--- config.mk ---
export PLATFORM = sky130hd
export DESIGN_NAME = stable_priority_dispatch_queue
export DESIGN_NICKNAME = d
export VERILOG_FILES = /design/src/hw/rtl/spdq_pkg.sv /design/src/hw/rtl/stable_priority_dispatch_queue.sv
export SDC_FILE = /design/constraint.sdc
export NUM_CORES = 1
export LEC_CHECK = 0
export BUFFER_PORTS_ARGS = -buffer_cell sky130_fd_sc_hd__clkbuf_2
export CAP_MARGIN = 40
export CELL_PAD_IN_SITES_DETAIL_PLACEMENT = 1
export CELL_PAD_IN_SITES_GLOBAL_PLACEMENT = 1
export CORE_ASPECT_RATIO = 1.25
export CORE_MARGIN = 4
export CORE_UTILIZATION = 55
export DETAILED_ROUTE_END_ITERATION = 6
export GPL_ROUTABILITY_DRIVEN = 0
export PLACE_DENSITY_LB_ADDON = 0.3
export SYNTH_ARGS = -nofsm -noshare
export SYNTH_HDL_FRONTEND = slang
export SYNTH_SLANG_ARGS = --single-unit
--- constraint.sdc ---
create_clock -name clock -period 6.9 [get_ports clock]
set_clock_uncertainty 0.1 [all_clocks]
set_input_delay 0.69 -clock clock [delete_from_list [all_inputs] [get_ports clock]]
set_output_delay 0.69 -clock clock [all_outputs]
set_load 0.02 [all_outputs]
--- src/hw/rtl/spdq_pkg.sv ---
// Shared types and codes for the stable priority dispatch queue.
package spdq_pkg;

   // Request actions.
   typedef enum logic {
      ACT_ENQUEUE = 1'b0,
      ACT_DEQUEUE = 1'b1
   } action_type;

   // Response status codes.
   typedef enum logic [1:0] {
      ST_ENQUEUED = 2'd0,
      ST_DEQUEUED = 2'd1,
      ST_EMPTY    = 2'd2,
      ST_FULL     = 2'd3
   } status_type;

   // One request as it arrives on the input side.
   typedef struct packed {
      action_type  action;
      logic [15:0] proc_id;
      logic [3:0]  prio_level;
   } req_type;

   // One response as it leaves on the output side.
   typedef struct packed {
      status_type  status;
      logic [15:0] out_id;
      logic [3:0]  out_prio;
      logic [4:0]  fill_level;
   } rsp_type;

   // One stored queue entry.
   typedef struct packed {
      logic [15:0] id;
      logic [3:0]  prio;
   } entry_type;

endpackage

--- src/hw/rtl/stable_priority_dispatch_queue.sv ---
// Stable priority dispatch queue: sorted entry store walked by a small sequencer.
//
// A request is taken when start is high and busy is low; its response appears on
// rsp_data, marked by rsp_strobe for exactly one cycle, and cannot be held off.
// Entries live in a single-port-write, registered-read memory of DEPTH words used
// as a ring with a moving head, so a dequeue never shifts data. A dequeue reads
// the head entry, then registers it into the response. An enqueue walks back
// from the tail, one memory read then one compare per entry it looks at,
// moving each lower-priority entry one slot toward the tail, and then writes
// the new entry. A dequeue of an empty queue or an enqueue into a full one
// answers on the next cycle and leaves busy low. Equal priorities leave in
// arrival order. fill_level reports the entry count modulo 32.
module stable_priority_dispatch_queue #(
   parameter int DEPTH = 16
) (
   input  logic              clock,
   input  logic              reset,
   input  logic              start,
   output logic              busy,
   input  spdq_pkg::req_type req_data,
   output logic              rsp_strobe,
   output spdq_pkg::rsp_type rsp_data
);

   localparam int AW = $clog2(DEPTH);
   localparam int CW = $clog2(DEPTH + 1);

   typedef enum logic [2:0] {
      S_IDLE,
      S_ENQ_RD,
      S_ENQ_CMP,
      S_ENQ_PUT,
      S_DEQ_RD,
      S_DEQ_OUT
   } state_type;

   // Ring address: head plus an offset below DEPTH, folded back once.
   function automatic logic [AW-1:0] ring_addr(input logic [AW-1:0] head,
                                               input logic [CW-1:0] off);
      logic [AW:0] sum;
      sum = {1'b0, head} + (AW+1)'(off);
      if (sum >= (AW+1)'(DEPTH)) begin
         sum = sum - (AW+1)'(DEPTH);
      end
      return sum[AW-1:0];
   endfunction

   state_type           state_ff, state_in;
   logic [AW-1:0]       head_ff, head_in;
   logic [CW-1:0]       count_ff, count_in;
   logic [CW-1:0]       pos_ff, pos_in;
   spdq_pkg::entry_type new_ff, new_in;
   logic                rsp_strobe_ff, rsp_strobe_in;
   spdq_pkg::rsp_type   rsp_ff, rsp_in;

   spdq_pkg::entry_type mem [DEPTH];
   spdq_pkg::entry_type rd_data_ff;
   logic [AW-1:0]       rd_addr;
   logic                rd_en;
   logic [AW-1:0]       wr_addr;
   logic                wr_en;
   spdq_pkg::entry_type wr_data;
   logic                accept;

   assign accept = start && (state_ff == S_IDLE);
   assign busy   = (state_ff != S_IDLE);

   // Memory port control: one read and one write address per cycle.
   always_comb begin
      rd_en   = 1'b0;
      rd_addr = head_ff;
      wr_en   = 1'b0;
      wr_addr = ring_addr(head_ff, pos_ff);
      wr_data = new_ff;
      unique case (state_ff)
         S_ENQ_RD: begin
            rd_en   = 1'b1;
            rd_addr = ring_addr(head_ff, pos_ff - CW'(1));
         end
         S_ENQ_CMP: begin
            if (rd_data_ff.prio < new_ff.prio) begin
               wr_en   = 1'b1;
               wr_data = rd_data_ff;
            end
         end
         S_ENQ_PUT: begin
            wr_en = 1'b1;
         end
         S_DEQ_RD: begin
            rd_en = 1'b1;
         end
         default: begin
         end
      endcase
   end

   // Entry store with registered read data.
   always_ff @(posedge clock) begin
      if (wr_en) begin
         mem[wr_addr] <= wr_data;
      end
      if (rd_en) begin
         rd_data_ff <= mem[rd_addr];
      end
   end

   // Sequencer next-state and response logic.
   always_comb begin
      state_in      = state_ff;
      head_in       = head_ff;
      count_in      = count_ff;
      pos_in        = pos_ff;
      new_in        = new_ff;
      rsp_strobe_in = 1'b0;
      rsp_in        = rsp_ff;
      unique case (state_ff)
         S_IDLE: begin
            if (accept) begin
               new_in.id   = req_data.proc_id;
               new_in.prio = req_data.prio_level;
               pos_in      = count_ff;
               if (req_data.action == spdq_pkg::ACT_DEQUEUE) begin
                  if (count_ff == '0) begin
                     rsp_strobe_in      = 1'b1;
                     rsp_in.status      = spdq_pkg::ST_EMPTY;
                     rsp_in.out_id      = '0;
                     rsp_in.out_prio    = '0;
                     rsp_in.fill_level  = 5'(count_ff);
                  end else begin
                     state_in = S_DEQ_RD;
                  end
               end else if (count_ff == CW'(DEPTH)) begin
                  rsp_strobe_in     = 1'b1;
                  rsp_in.status     = spdq_pkg::ST_FULL;
                  rsp_in.out_id     = '0;
                  rsp_in.out_prio   = '0;
                  rsp_in.fill_level = 5'(count_ff);
               end else if (count_ff == '0) begin
                  state_in = S_ENQ_PUT;
               end else begin
                  state_in = S_ENQ_RD;
               end
            end
         end
         S_ENQ_RD: begin
            state_in = S_ENQ_CMP;
         end
         S_ENQ_CMP: begin
            // Lower-priority entry moves one slot toward the tail.
            if (rd_data_ff.prio < new_ff.prio) begin
               pos_in = pos_ff - CW'(1);
               if (pos_ff == CW'(1)) begin
                  state_in = S_ENQ_PUT;
               end else begin
                  state_in = S_ENQ_RD;
               end
            end else begin
               state_in = S_ENQ_PUT;
            end
         end
         S_ENQ_PUT: begin
            count_in          = count_ff + CW'(1);
            rsp_strobe_in     = 1'b1;
            rsp_in.status     = spdq_pkg::ST_ENQUEUED;
            rsp_in.out_id     = '0;
            rsp_in.out_prio   = '0;
            rsp_in.fill_level = 5'(count_ff + CW'(1));
            state_in          = S_IDLE;
         end
         S_DEQ_RD: begin
            state_in = S_DEQ_OUT;
         end
         S_DEQ_OUT: begin
            head_in           = ring_addr(head_ff, CW'(1));
            count_in          = count_ff - CW'(1);
            rsp_strobe_in     = 1'b1;
            rsp_in.status     = spdq_pkg::ST_DEQUEUED;
            rsp_in.out_id     = rd_data_ff.id;
            rsp_in.out_prio   = rd_data_ff.prio;
            rsp_in.fill_level = 5'(count_ff - CW'(1));
            state_in          = S_IDLE;
         end
         default: begin
            state_in = S_IDLE;
         end
      endcase
   end

   // State and registered outputs.
   always_ff @(posedge clock) begin
      if (reset) begin
         state_ff      <= S_IDLE;
         head_ff       <= '0;
         count_ff      <= '0;
         rsp_strobe_ff <= 1'b0;
      end else begin
         state_ff      <= state_in;
         head_ff       <= head_in;
         count_ff      <= count_in;
         rsp_strobe_ff <= rsp_strobe_in;
      end
      pos_ff <= pos_in;
      new_ff <= new_in;
      rsp_ff <= rsp_in;
   end

   assign rsp_strobe = rsp_strobe_ff;
   assign rsp_data   = rsp_ff;

   // The entry count never passes the capacity.
   a_count_bound: assert property (@(posedge clock) disable iff (reset)
      count_ff <= CW'(DEPTH))
      else $error("entry count exceeds capacity");

   // A walk step always has an entry in front of the insertion point.
   a_walk_pos: assert property (@(posedge clock) disable iff (reset)
      (state_ff == S_ENQ_RD || state_ff == S_ENQ_CMP) |-> pos_ff != '0)
      else $error("enqueue walk past the head");

   // A dequeue response removes exactly one entry.
   a_deq_count: assert property (@(posedge clock) disable iff (reset)
      (rsp_strobe_ff && rsp_ff.status == spdq_pkg::ST_DEQUEUED)
         |-> count_ff == $past(count_ff) - CW'(1))
      else $error("dequeue did not remove one entry");

   // An empty report only comes from an empty queue.
   a_empty_ok: assert property (@(posedge clock) disable iff (reset)
      (rsp_strobe_ff && rsp_ff.status == spdq_pkg::ST_EMPTY) |-> count_ff == '0)
      else $error("empty reported with entries held");

endmodule

* After elaboration in Yosys (flattened, before gate mapping)
Memory sizes are Yosys's and may differ from the RTL's. A register that Yosys moved wholly into a read port is not among the register bits.
Cells that the tools add are included.
** Operators by class
- Equality and inequality tests :: 13
- Magnitude comparators :: 4
- $add $sub $neg :: 9
- Muxes and demuxes :: 33
- Reductions and logical operators :: 13
** Operators by type and width (number)
- two-way mux 27 bit :: 4
- one-hot mux 27 bit (3 select lines) :: 1
- two-way mux 20 bit :: 2
- one-hot mux 5 bit (2 select lines) :: 2
- two-way mux 4 bit :: 4
- greater-or-equal comparator 5 bit (second input constant) :: 3
- two-way mux 3 bit :: 5
- one-hot mux 3 bit (4 select lines) :: 1
- subtractor 4 x 1 -> 4 bit (second input constant) :: 3
- adder 4 x 5 -> 5 bit :: 2
- two-way mux 5 bit :: 2
- subtractor 5 x 1 -> 5 bit (second input constant) :: 2
- two-way mux 1 bit :: 8
- equality test 3 x 2 -> 1 bit (second input constant) :: 2
- equality test 3 bit (second input constant) :: 2
- != test 3 x 2 -> 1 bit (second input constant) :: 2
- != test 3 bit (second input constant) :: 2
- AND reduction 3 bit :: 2
- nonzero test 3 bit :: 2
- adder 4 x 1 -> 5 bit (second input constant) :: 1
- adder 5 x 1 -> 5 bit (second input constant) :: 1
- equality test 5 x 1 -> 1 bit (second input constant) :: 1
- equality test 5 bit (second input constant) :: 1
- logical NOT 5 bit :: 1
- 11 further kinds :: 16
** Word-level totals
- Logic and storage cells :: 84
- Bits of input ports :: 24
- Memory bits (writable) :: 320
- Output and inout port bits :: 29
- Memories kept :: 1
- Bits in registers :: 65
** Memory list
- mem :: words 16, bits a word 20, rd ports 1, clocked after memory_dff 1, wr ports 1, line stable_priority_dispatch_queue.sv:56 : spdq_pkg::entry_type mem [DEPTH];

* Logic depth before layout (Yosys ltp)
Gate-level depths: netlist of the first run.
- Depth after elaboration :: 6
- Depth in mapped cells :: 12
- Depth with buffers taken out :: 10

* Worst setup path before layout of the first run
OpenSTA, ideal clock, no wires.
- Kind :: input-to-reg
- From :: in req_data[20] (netlist bit)
- To :: reg rsp_ff, in the netlist rsp_data[0], enable pin
- Data arrival time :: 2.370 ns
- Path buffers :: 0
- Data required time :: 6.375 ns
- Path slack :: 4.005 ns
- Stages on the path :: 4
- Library setup time :: 0.425 ns
- Cells stage by stage :: xnor2_1 nor2_1 nand3_1 a22oi_1
** On the way
- Longest elaborated chain between the ends :: 2
** RTL lines
- start: declaration :: line stable_priority_dispatch_queue.sv:20 : input spdq_pkg::req_type req_data,
- != test 3 x 2 -> 1 bit (no line)
- AND reduction 4 bit (no line) *
- end signal: assignment :: line stable_priority_dispatch_queue.sv:204 : rsp_ff <= rsp_in;
- end: declaration :: line stable_priority_dispatch_queue.sv:54 : spdq_pkg::rsp_type rsp_ff, rsp_in;
Every way passes the cells marked *; elsewhere a longest branch is shown, timed or not.
A chain may end at the register's enable or synchronous reset.

* Final worst setup path of the first run
- From :: reg head_ff[1]
- To :: reg, netlist name rd_data_ff[13]
** On the way
- Longest elaborated chain between the ends :: 4
** RTL lines
- start: declaration :: line stable_priority_dispatch_queue.sv:49 : logic [AW-1:0] head_ff, head_in;
- start signal: assignment :: line stable_priority_dispatch_queue.sv:198 : head_ff <= head_in;
- adder 4 x 5 -> 5 bit :: line stable_priority_dispatch_queue.sv:41 : sum = {1'b0, head} + (AW+1)'(off);
- subtractor 4 x 1 -> 4 bit or greater-or-equal comparator 5 bit (tied branches) :: line stable_priority_dispatch_queue.sv:43, stable_priority_dispatch_queue.sv:42
- two-way mux 4 bit :: line stable_priority_dispatch_queue.sv:42 : if (sum >= (AW+1)'(DEPTH)) begin
- two-way mux 4 bit * :: line stable_priority_dispatch_queue.sv:75 : unique case (state_ff)
Marked as above.

==> results of run 1 <==
-- per-layer routing --
layer | up-vias | GRT usage | share of wire
li1 | 4486 | - | -
met1 | 5250 | 0.3430 | 0.38
met2 | 437 | 0.4745 | 0.53
met3 | 80 | 0.04282 | 0.067
met4 | 0 | 0.08432 | 0.025
met5 | - | 0 | 0
-- worst paths after layout --
kind / startpoint / to / slack [ns] / cells after the start
hold / removal: req_data[7] / new_ff[7]$_DFFE_PP_ / 0.22 / 1
setup / recovery: head_ff[1]$_SDFFE_PP0N_ / rd_data_ff[13]$_DFFE_PP_ / 3.10 / 9
setup reg to reg: head_ff[1]$_SDFFE_PP0N_ / rd_data_ff[13]$_DFFE_PP_ / 3.10 / 9
hold reg to reg: rd_data_ff[4]$_DFFE_PP_ / rsp_data[9]$_DFFE_PP_ / 0.47 / 1
-- power groups by stage --
stage | logic, mW | clock network [mW] | registers [mW]
2_1_floorplan | 0.786 | 0 | 3.15
3_3_place_gp | 1.15 | 0 | 3.14
3_5_place_dp | 1.24 | 0 | 3.15
4_1_cts | 1.25 | 2.08 | 3.10
5_1_grt | 1.36 | 2.19 | 3.11
6_report | 1.26 | 2.05 | 3.10
-- state kept, by name, summed over array words and instances, names as in the netlist --
name / flops
mem: 320
rsp_data: 27
new_ff: 20
rd_data_ff: 20
count_ff: 5
pos_ff: 5
head_ff: 4
state_ff: 3
rsp_strobe: 1
-- cell type report --
cell class / count / area [um^2] / area share
inverters: 14 / 52.55 / 0.002840
multi-input cells: 654 / 4078 / 0.2204
clock inverters: 14 / 102.6 / 0.005545
clock buffers: 56 / 1114 / 0.06018
repair buffers: 87 / 630.6 / 0.03408
well taps: 396 / 495.5 / 0.02678
flip-flops and latches: 405 / 12030 / 0.6502
-- through the flow --
step	util	setup WS, ns
after global routing	0.6307	2.927
after CTS	0.6307	3.181
after global placement	0.5844	3.219
after detailed placement	0.5892	3.174
after floorplan	-	4.005
final	0.6307	3.095
-- cell families after synthesis --
family / after synthesis / synth area share
buffers and inverters: 89 / 0.02494
adders and majority gates: 16 / 0.01312
DFF: 405 / 0.7334
muxes: 43 / 0.02807
xor gates and xnor gates: 19 / 0.01060
and+or+nand+nor: 281 / 0.07482
AOI/OAI and AO/OA: 295 / 0.1151
-- critical path, delay by kind of cell (launching register included) --
kind / cells / cell delay (ns)
AOI/OAI and AO/OA: 4 / 1.05
buffers and inverters: 2 / 0.67
DFF: 1 / 0.65
adders and majority gates: 1 / 0.57
and+or+nand+nor: 1 / 0.20
muxes: 1 / 0.14
-- synth_stat cells, types with 2 or more instances --
cell type  instances  area, um^2
a2111oi_0          2       17.52
nand4_1            2       12.51
xnor2_1           10       87.58
mux2i_1           22       220.2
xor2_1             8       70.07
nand3b_1           4       30.03
buf_1              4       15.01
ha_1              14       175.2
and2_1            20       125.1
fa_1               2       40.04
nor3_1             3       15.01
a221oi_1          39       341.6
buf_6              2       22.52
a22oi_1           21       157.7
a21oi_1          170       850.8
clkbuf_1          35       131.4
o311ai_1          19       166.4
a22o_1            20       175.2
a211oi_1           2       15.01
mux2_2            20       225.2
buf_4              7       52.55
a32oi_1            2       17.52
nand3_1           23       115.1
nor2_1            32       120.1
nor2b_1            6       37.54
o211ai_1           3       22.52
buf_2             27       135.1
a211o_1            2       17.52
nand2_1          179       671.9
nand2b_1           2       12.51
edfxtp_1         392       11770
a21o_1             2       15.01
nor3b_1            2       15.01
inv_1             14       52.55
o21ai_0            6       30.03
nor4_1             3       18.77
dfxtp_1           13       260.3
==> results.py, run 1 <==
metrics = {
    "drt": {
        "routed_wl_um": 43720,
        "viasPerCell": 6.306,
        "dr.first_iter.drc_count": 983,
        "routed_wire_length_per_instance_um": 26.89,
        "firstDrtPassIters": 5,
        "antenna_left": 0,
        "drc_errors": 0,
        "vias": 10250,
    },
    "synthesis": {
        "yosys_warnings": 0,
        "synth_cell_types": 51,
        "netlist_area_um2": 16410,
        "yosysSeqAreaShare": 0.7334,
        "synthFlopType": "edfxtp_1",
        "synthCells": 1148,
        "synth_edf_count": 392,
        "synthesis.nets": 1188,
        "async_reset_ff_frac": 0,
        "avgSynthCellArea_um2": 14.29,
        "synth_seq_cells": 405,
    },
    "clock_network": {
        "postCtsSetupRepairBufs": 0,
        "htreeDepth": 2,
        "hold_buffers": 0,
        "clk_latency_ns": 0.55,
        "clock_sinks": 405,
        "cts_tree": "yes",
        "cts-root-buf": "clkbuf_16",
        "cts_buffers": 41,
        "clock_path_buffers": 3,
        "clk_pin_slew_ns": 0.06,
        "cts_resized": 0,
    },
    "setup_path": {
        "worstPathRequired_ns": 7.14,
        "worst_ep_arrival_time_ns": 4.04,
        "cp_slowest_cell": "dfxtp_1",
        "worst-path-max-fanout": 156,
        "crit_path_cell_trace": "inv_1, fa_1, nand4bb_1, a21boi_4, buf_12, a21oi_1, a221oi_1, mux2i_1, o311ai_1",
        "slowest_delay_ns": 0.65,
        "cp-start-kind": "register",
        "critPathKind": "register to register",
        "endpoint_kind": "register",
    },
    "power_and_ir_drop": {
        "powerDensity_nw_per_um2": 346.3,
        "p_int_mw": 4.552,
        "leakagePower_nw": 6.434,
        "seqPwrFrac": 0.484,
        "comb_power_share": 0.196,
        "power.total_mw": 6.408,
        "p_sw_frac": 0.2896,
        "p_clk_frac": 0.320,
        "vdd_drop_max_mv": 0.2088,
        "switchingPower_mw": 1.856,
    },
    "place": {
        "dp_hpwl_um": 25350,
        "portBuffers": 52,
        "dp.cells": 1556,
        "dpl_cell_area_um2": 17290,
    },
    "sta": {
        "final-max-slew-violation-count": 0,
        "slew_headroom": 0.3782,
        "hold_slack_ns": 0.2156,
        "fin_tns_setup_ns": 0,
        "setup_viol": 0,
        "min_period_ns": 3.805,
        "fmax_mhz": 262.8,
        "worstMarginPinSlew_ns": 0.9328,
        "hold_viol": 0,
        "rsz0062_at_grt": "false",
        "fin_crit_sh": 0.5514,
    },
    "floorplan": {
        "rows": 70,
        "start_util": 0.5591,
        "ioPinCount": 53,
        "dieWidth_um": 162.5,
        "chipHeight_um": 201.1,
        "die-area_um2": 32670,
        "fp.coreArea_um2": 29340,
    },
    "global_routing": {
        "grt_overflow": 0,
        "grt_pass1_vias": 10920,
        "track_usage": 0.2691,
        "grt_first_pass_wirelength_um": 66140,
        "grt_max_degree": 157,
        "antenna_found_initial": 0,
    },
    "cells_and_area": {
        "mostFrequentLayoutCells": "392 x edfxtp_1, 179 x nand2_1, 169 x a21oi_1, 52 x clkbuf_2, 42 x clkbuf_16",
        "final_net_count": 1243,
        "layout_commonest_cell": "edfxtp_1",
        "drive_gt1_frac": 0.1512,
        "antenna_cells": 0,
        "area_delta_synth_final_pct": 12.79,
        "n_fill_cell": 2701,
        "fin_area_um2": 18500,
        "stdcell_count": 1626,
    },
    "run": {
        "maxCapViolations": 0,
    },
    "worst_hold_path": {
        "worstHoldPathType": "input port to register",
    },
    "run_status": {
        "status": "complete, no violations",
    },
}
No activity file was read; power rests on OpenSTA's default activity.
==> run 2: changes to the inputs <==
CORE_UTILIZATION = 52   (was 55)
clock period = 3.6 ns   (was 6.9 ns; I/O delays follow)
==> run 2 against run 1 <==
Against the previous run: non-clock buffer count is 48 higher; register-to-register slack got worse by 2.9 ns; power up 96%; worst hold slack got worse by 0.11 ns; first-iteration DRC count rose by 7.3%; routed wire length up 5.3%; sequential share of layout area fell by 2.0 points; cell count increased by 3.9%; sequential cell count is the same; die area rose by 5.5%; clock-buffer cell count shrank 3; sequential power up 92%.
==> results.py, run 2 (same netlist as run 1, synthesis figures left out) <==
metrics = {
    "power_and_ir_drop": {
        "p_sw_frac": 0.2921,
        "switchingPower_mw": 3.675,
        "seqPwrFrac": 0.472,
        "vdd_drop_max_mv": 0.4119,
        "p_clk_frac": 0.323,
        "leakagePower_nw": 6.742,
        "p_int_mw": 8.908,
        "comb_power_share": 0.205,
        "powerDensity_nw_per_um2": 658.6,
    },
    "sta": {
        "worstMarginPinSlew_ns": 0.5408,
        "fmax_mhz": 289.6,
        "slew_headroom": 0.6318,
        "setup_viol": 0,
        "hold_slack_ns": 0.1061,
        "final-max-slew-violation-count": 0,
        "min_period_ns": 3.453,
        "hold_viol": 0,
        "fin_tns_setup_ns": 0,
        "rsz0062_at_grt": "false",
        "fin_crit_sh": 0.9590,
    },
    "cells_and_area": {
        "mostFrequentLayoutCells": "392 x edfxtp_1, 179 x nand2_1, 169 x a21oi_1, 52 x clkbuf_2, 45 x buf_4",
        "area_delta_synth_final_pct": 16.46,
        "layout_commonest_cell": "edfxtp_1",
        "drive_gt1_frac": 0.1732,
        "top_register": "mem",
        "fin_area_um2": 19110,
        "largest_register_ffs": 320,
        "final_net_count": 1292,
        "antenna_cells": 0,
    },
    "floorplan": {
        "start_util": 0.5279,
        "fp.coreArea_um2": 31080,
        "chipHeight_um": 206.6,
        "die-area_um2": 34470,
        "rows": 72,
        "dieWidth_um": 166.9,
        "ioPinCount": 53,
    },
    "run": {
        "maxCapViolations": 0,
    },
    "drt": {
        "dr.first_iter.drc_count": 1055,
        "viasPerCell": 6.198,
        "routed_wire_length_per_instance_um": 27.26,
        "antenna_left": 0,
        "routed_wl_um": 46040,
        "vias": 10470,
        "drc_errors": 0,
        "firstDrtPassIters": 5,
    },
    "global_routing": {
        "grt_overflow": 0,
        "grt_max_degree": 84,
        "grt_pass1_vias": 11420,
        "grt_first_pass_wirelength_um": 69330,
        "antenna_found_initial": 0,
        "track_usage": 0.2669,
    },
    "setup_path": {
        "crit_top_cell": "inv_1",
        "cp-start-kind": "register",
        "crit_path_cell_trace": "inv_1, ha_1, inv_1, fa_1, nand4bb_1, a21boi_4, buf_12, buf_4, a211oi_1, nor4_1, a221oi_1, a31oi_1",
        "cp_slowest_cell": "fa_1",
        "critPathKind": "register to register",
        "worst-path-max-fanout": 7,
        "worstPathRequired_ns": 3.77,
        "worst_ep_arrival_time_ns": 3.62,
        "slowest_delay_ns": 0.58,
        "endpoint_kind": "register",
    },
    "clock_network": {
        "cts-root-buf": "clkbuf_16",
        "clk_latency_ns": 0.55,
        "clock_path_buffers": 3,
        "htreeDepth": 2,
        "clock_sinks": 405,
        "cts_tree": "yes",
        "cts_buffers": 41,
        "clk_pin_slew_ns": 0.06,
        "cts_resized": 0,
    },
    "place": {
        "dpl_cell_area_um2": 17610,
        "dp_hpwl_um": 27810,
        "portBuffers": 52,
    },
    "run_status": {
        "status": "complete, no violations",
    },
    "worst_hold_path": {
        "worstHoldPathType": "input port to register",
    },
}
## run 2: changes by cell type in the layout (fill, tap and decap cells not counted), sizes merged
cell         before  now
clkbuf          108  105
bufinv            1    2
a21boi            1    2
clkinv           12   17
dlygate4sd3       0   20
buf              35   63
## run 2: per-stage QoR
step | cells | worst slack, ns | power (mW) | utilization
2_1_floorplan | 1148 | 0.7461 | 7.536 | -
3_3_place_gp | 1592 | 0.3496 | 8.376 | 0.5657
3_5_place_dp | 1593 | 0.09216 | 8.534 | 0.5666
4_1_cts | 1686 | 0.05504 | 12.60 | 0.6135
5_1_grt | 1689 | 0.01726 | 13.04 | 0.6147
6_report | 1689 | 0.1475 | 12.58 | 0.6147
## run 2: path summary, 6_finish.rpt
kind / from / end / slack, ns / depth (start not counted)
setup / recovery: pos_ff[0]$_DFFE_PP_ / rd_data_ff[18]$_DFFE_PP_ / 0.15 / 12
hold / removal: req_data[20] / state_ff[2]$_SDFFE_PP0P_ / 0.11 / 3
setup reg to reg: pos_ff[0]$_DFFE_PP_ / rd_data_ff[18]$_DFFE_PP_ / 0.15 / 12
hold reg to reg: rd_data_ff[18]$_DFFE_PP_ / rsp_data[23]$_DFFE_PP_ / 0.45 / 1
## run 2: power by group through the flow
stage                     Sequential [mW]  Clock [mW]  Combinational [mW]
after global placement               6.02           0                2.35
after CTS                            5.94        4.11                2.55
final                                5.94        4.07                2.58
after global routing                 5.96        4.30                2.79
after floorplan                      6.03           0                1.51
after detailed placement             6.03           0                2.50
## run 2: per-layer routing
metal  global-route usage  vias to the layer above  share of wire  wire (um)
li1                     -                     4587              -          -
met1               0.3297                     5352           0.38      17350
met2               0.4844                      435           0.52      24100
met3              0.04400                       94          0.070       3213
met4              0.08506                        0          0.030       1384
met5                    0                        -              0          0
## run 2: final cells by class
type | instances | area (um^2)
multi-input cells | 655 | 4089
flip-flops and latches | 405 | 12030
fillers | 2912 | 11970
clock buffers | 53 | 1102
clock inverters | 20 | 155.1
well taps | 407 | 509.2
repair buffers | 135 | 1166
inverters | 14 | 52.55
## run 2: worst max-delay path: cells and delay by family, from the launching register on
family	cells	cell delay, ns
AOI/OAI and AO/OA	4	0.98
adders and majority gates	2	0.77
buffers and inverters	4	0.51
DFF	1	0.46
and+or+nand+nor	2	0.36
## run 2: repair_timing
item                       4_1_cts  5_1_grt
buffers inserted                 0        2
hold buffers                    20        0
hold endpoints to repair        20        0
setup endpoints to repair        0       17
==> run 3: changes to the inputs <==
CORE_MARGIN = default   (was 4)
PLACE_DENSITY = 0.81   (was default)
PLACE_DENSITY_LB_ADDON = default   (was 0.3)
clock period = 3.9 ns   (was 3.6 ns; I/O delays follow)
==> run 3 against run 2 <==
Against the previous run: final area grew 0.49%; sequential power shrank 7.6%; clock power grew 6.9%; via count grew 0.29%; clock-buffer cell count shrank 6; global-route usage grew 2.5 points; largest cell class unchanged; power shrank 3.4%; register-to-register slack gained 0.20 ns; non-clock buffer count shrank 17.
==> results.py, run 3 (same netlist as run 1, synthesis figures left out) <==
metrics = {
    "cells_and_area": {
        "final_net_count": 1273,
        "area_delta_synth_final_pct": 17.03,
        "final_core_util": 0.6195,
        "drive_gt1_frac": 0.1668,
        "top_register": "mem",
        "mostFrequentLayoutCells": "392 x edfxtp_1, 179 x nand2_1, 169 x a21oi_1, 52 x clkbuf_2, 40 x clkbuf_16",
        "antenna_cells": 0,
        "layout_commonest_cell": "edfxtp_1",
        "n_fill_cell": 2867,
        "largest_register_ffs": 320,
    },
    "clock_network": {
        "clock_sinks": 405,
        "cts_tree": "yes",
        "cts_buffers": 40,
        "cts_resized": 0,
        "hold_buffers": 20,
        "clock_path_buffers": 3,
        "clk_latency_ns": 0.57,
        "clk_pin_slew_ns": 0.06,
        "postCtsSetupRepairBufs": 0,
        "cts-root-buf": "clkbuf_16",
        "htreeDepth": 2,
    },
    "floorplan": {
        "dieWidth_um": 160.9,
        "chipHeight_um": 200.6,
        "die-area_um2": 32270,
        "ioPinCount": 53,
        "rows": 72,
        "start_util": 0.5294,
        "fp.coreArea_um2": 30990,
    },
    "drt": {
        "firstDrtPassIters": 5,
        "routed_wire_length_per_instance_um": 27.58,
        "vias": 10500,
        "antenna_left": 0,
        "dr.first_iter.drc_count": 929,
        "viasPerCell": 6.279,
        "routed_wl_um": 46110,
        "drc_errors": 0,
    },
    "sta": {
        "slew_headroom": 0.3643,
        "final-max-slew-violation-count": 0,
        "rsz0062_at_grt": "false",
        "fmax_mhz": 281.3,
        "setup_viol": 0,
        "hold_viol": 0,
        "fin_tns_setup_ns": 0,
        "worstMarginPinSlew_ns": 0.9526,
        "fin_crit_sh": 0.9117,
        "min_period_ns": 3.556,
    },
    "power_and_ir_drop": {
        "comb_power_share": 0.191,
        "p_int_mw": 8.684,
        "p_clk_frac": 0.358,
        "switchingPower_mw": 3.465,
        "power.total_mw": 12.15,
        "seqPwrFrac": 0.452,
        "p_sw_frac": 0.2852,
        "powerDensity_nw_per_um2": 632.8,
        "vdd_drop_max_mv": 0.5414,
        "leakagePower_nw": 6.730,
    },
    "worst_hold_path": {
        "hold_depth": 3,
        "worstHoldPathType": "input port to register",
    },
    "place": {
        "portBuffers": 52,
        "dp_hpwl_um": 26580,
    },
    "setup_path": {
        "worst_ep_arrival_time_ns": 3.80,
        "critPathKind": "register to register",
        "reg2reg_depth": 9,
        "worst-path-max-fanout": 23,
        "worstPathRequired_ns": 4.15,
        "cp-start-kind": "register",
        "endpoint_kind": "register",
    },
    "global_routing": {
        "grt_max_degree": 69,
        "grt_pass1_vias": 11500,
        "grt_first_pass_wirelength_um": 69830,
        "grt_overflow": 0,
        "antenna_found_initial": 0,
        "track_usage": 0.2918,
    },
    "run_status": {
        "status": "complete, no violations",
    },
    "run": {
        "maxCapViolations": 0,
    },
}
-- run 3: changes by cell type in the layout (fill, tap and decap cells not counted), sizes merged --
cell	before	now
buf	63	46
clkbuf	105	99
inv	14	16
clkinv	17	12
a21boi	2	1
clkinvlp	1	2
bufinv	2	11
-- run 3: power by group through the flow --
| stage | Sequential [mW] | Clock (mW) | Combinational, mW |
|---|---|---|---|
| floorplan | 5.57 | 0 | 1.39 |
| global placement | 5.56 | 0 | 2.09 |
| detailed placement | 5.57 | 0 | 2.24 |
| CTS | 5.49 | 4.38 | 2.29 |
| global route | 5.50 | 4.50 | 2.49 |
| finish | 5.49 | 4.35 | 2.31 |
-- run 3: cell type report --
type	count	area, um^2	share of cell area
tap	407	509.2	0.02652
multi-input combinational	654	4078	0.2124
sequential	405	12030	0.6267
clock inverter	27	442.9	0.02307
timing repair buffer	118	1059	0.05513
inverter	14	52.55	0.002737
clock buffer	47	1027	0.05350
-- run 3: worst max-delay path: stages, from the launching register on --
cell and delay, ns:
dfxtp_1 0.64, inv_1 0.21, fa_1 0.63, nand4bb_1 0.24, o21ai_4 0.31, buf_8 0.25, buf_4 0.30, nand2_1 0.12
a22o_1 0.23, o311ai_1 0.31
-- run 3: worst paths after layout --
kind / from / end / slack, ns
hold reg to reg: rd_data_ff[18]$_DFFE_PP_ / rsp_data[23]$_DFFE_PP_ / 0.47
setup reg to reg: head_ff[1]$_SDFFE_PP0N_ / rd_data_ff[8]$_DFFE_PP_ / 0.34
setup / recovery: head_ff[1]$_SDFFE_PP0N_ / rd_data_ff[8]$_DFFE_PP_ / 0.34
hold / removal: req_data[20] / state_ff[2]$_SDFFE_PP0P_ / 0.10
-- run 3: per-layer routing --
layer	vias to the layer above	track usage	wire length, um
met1	5358	0.3654	17540
met4	0	0.1253	1887
met5	-	0	0
met2	451	0.4937	23340
li1	4553	-	-
met3	136	0.05640	3344
-- run 3: metrics by stage --
stage,hold WS [ns],setup slack (ns),cell area (um^2),instances
after floorplan,0.3889,1.046,16410,1148
after global placement,0.4392,0.6333,17490,1576
after detailed placement,0.4544,0.4302,17510,1577
after CTS,0.07755,0.3957,19180,1671
after global routing,0.1225,0.1468,19200,1672
final,0.1034,0.3445,19200,1672
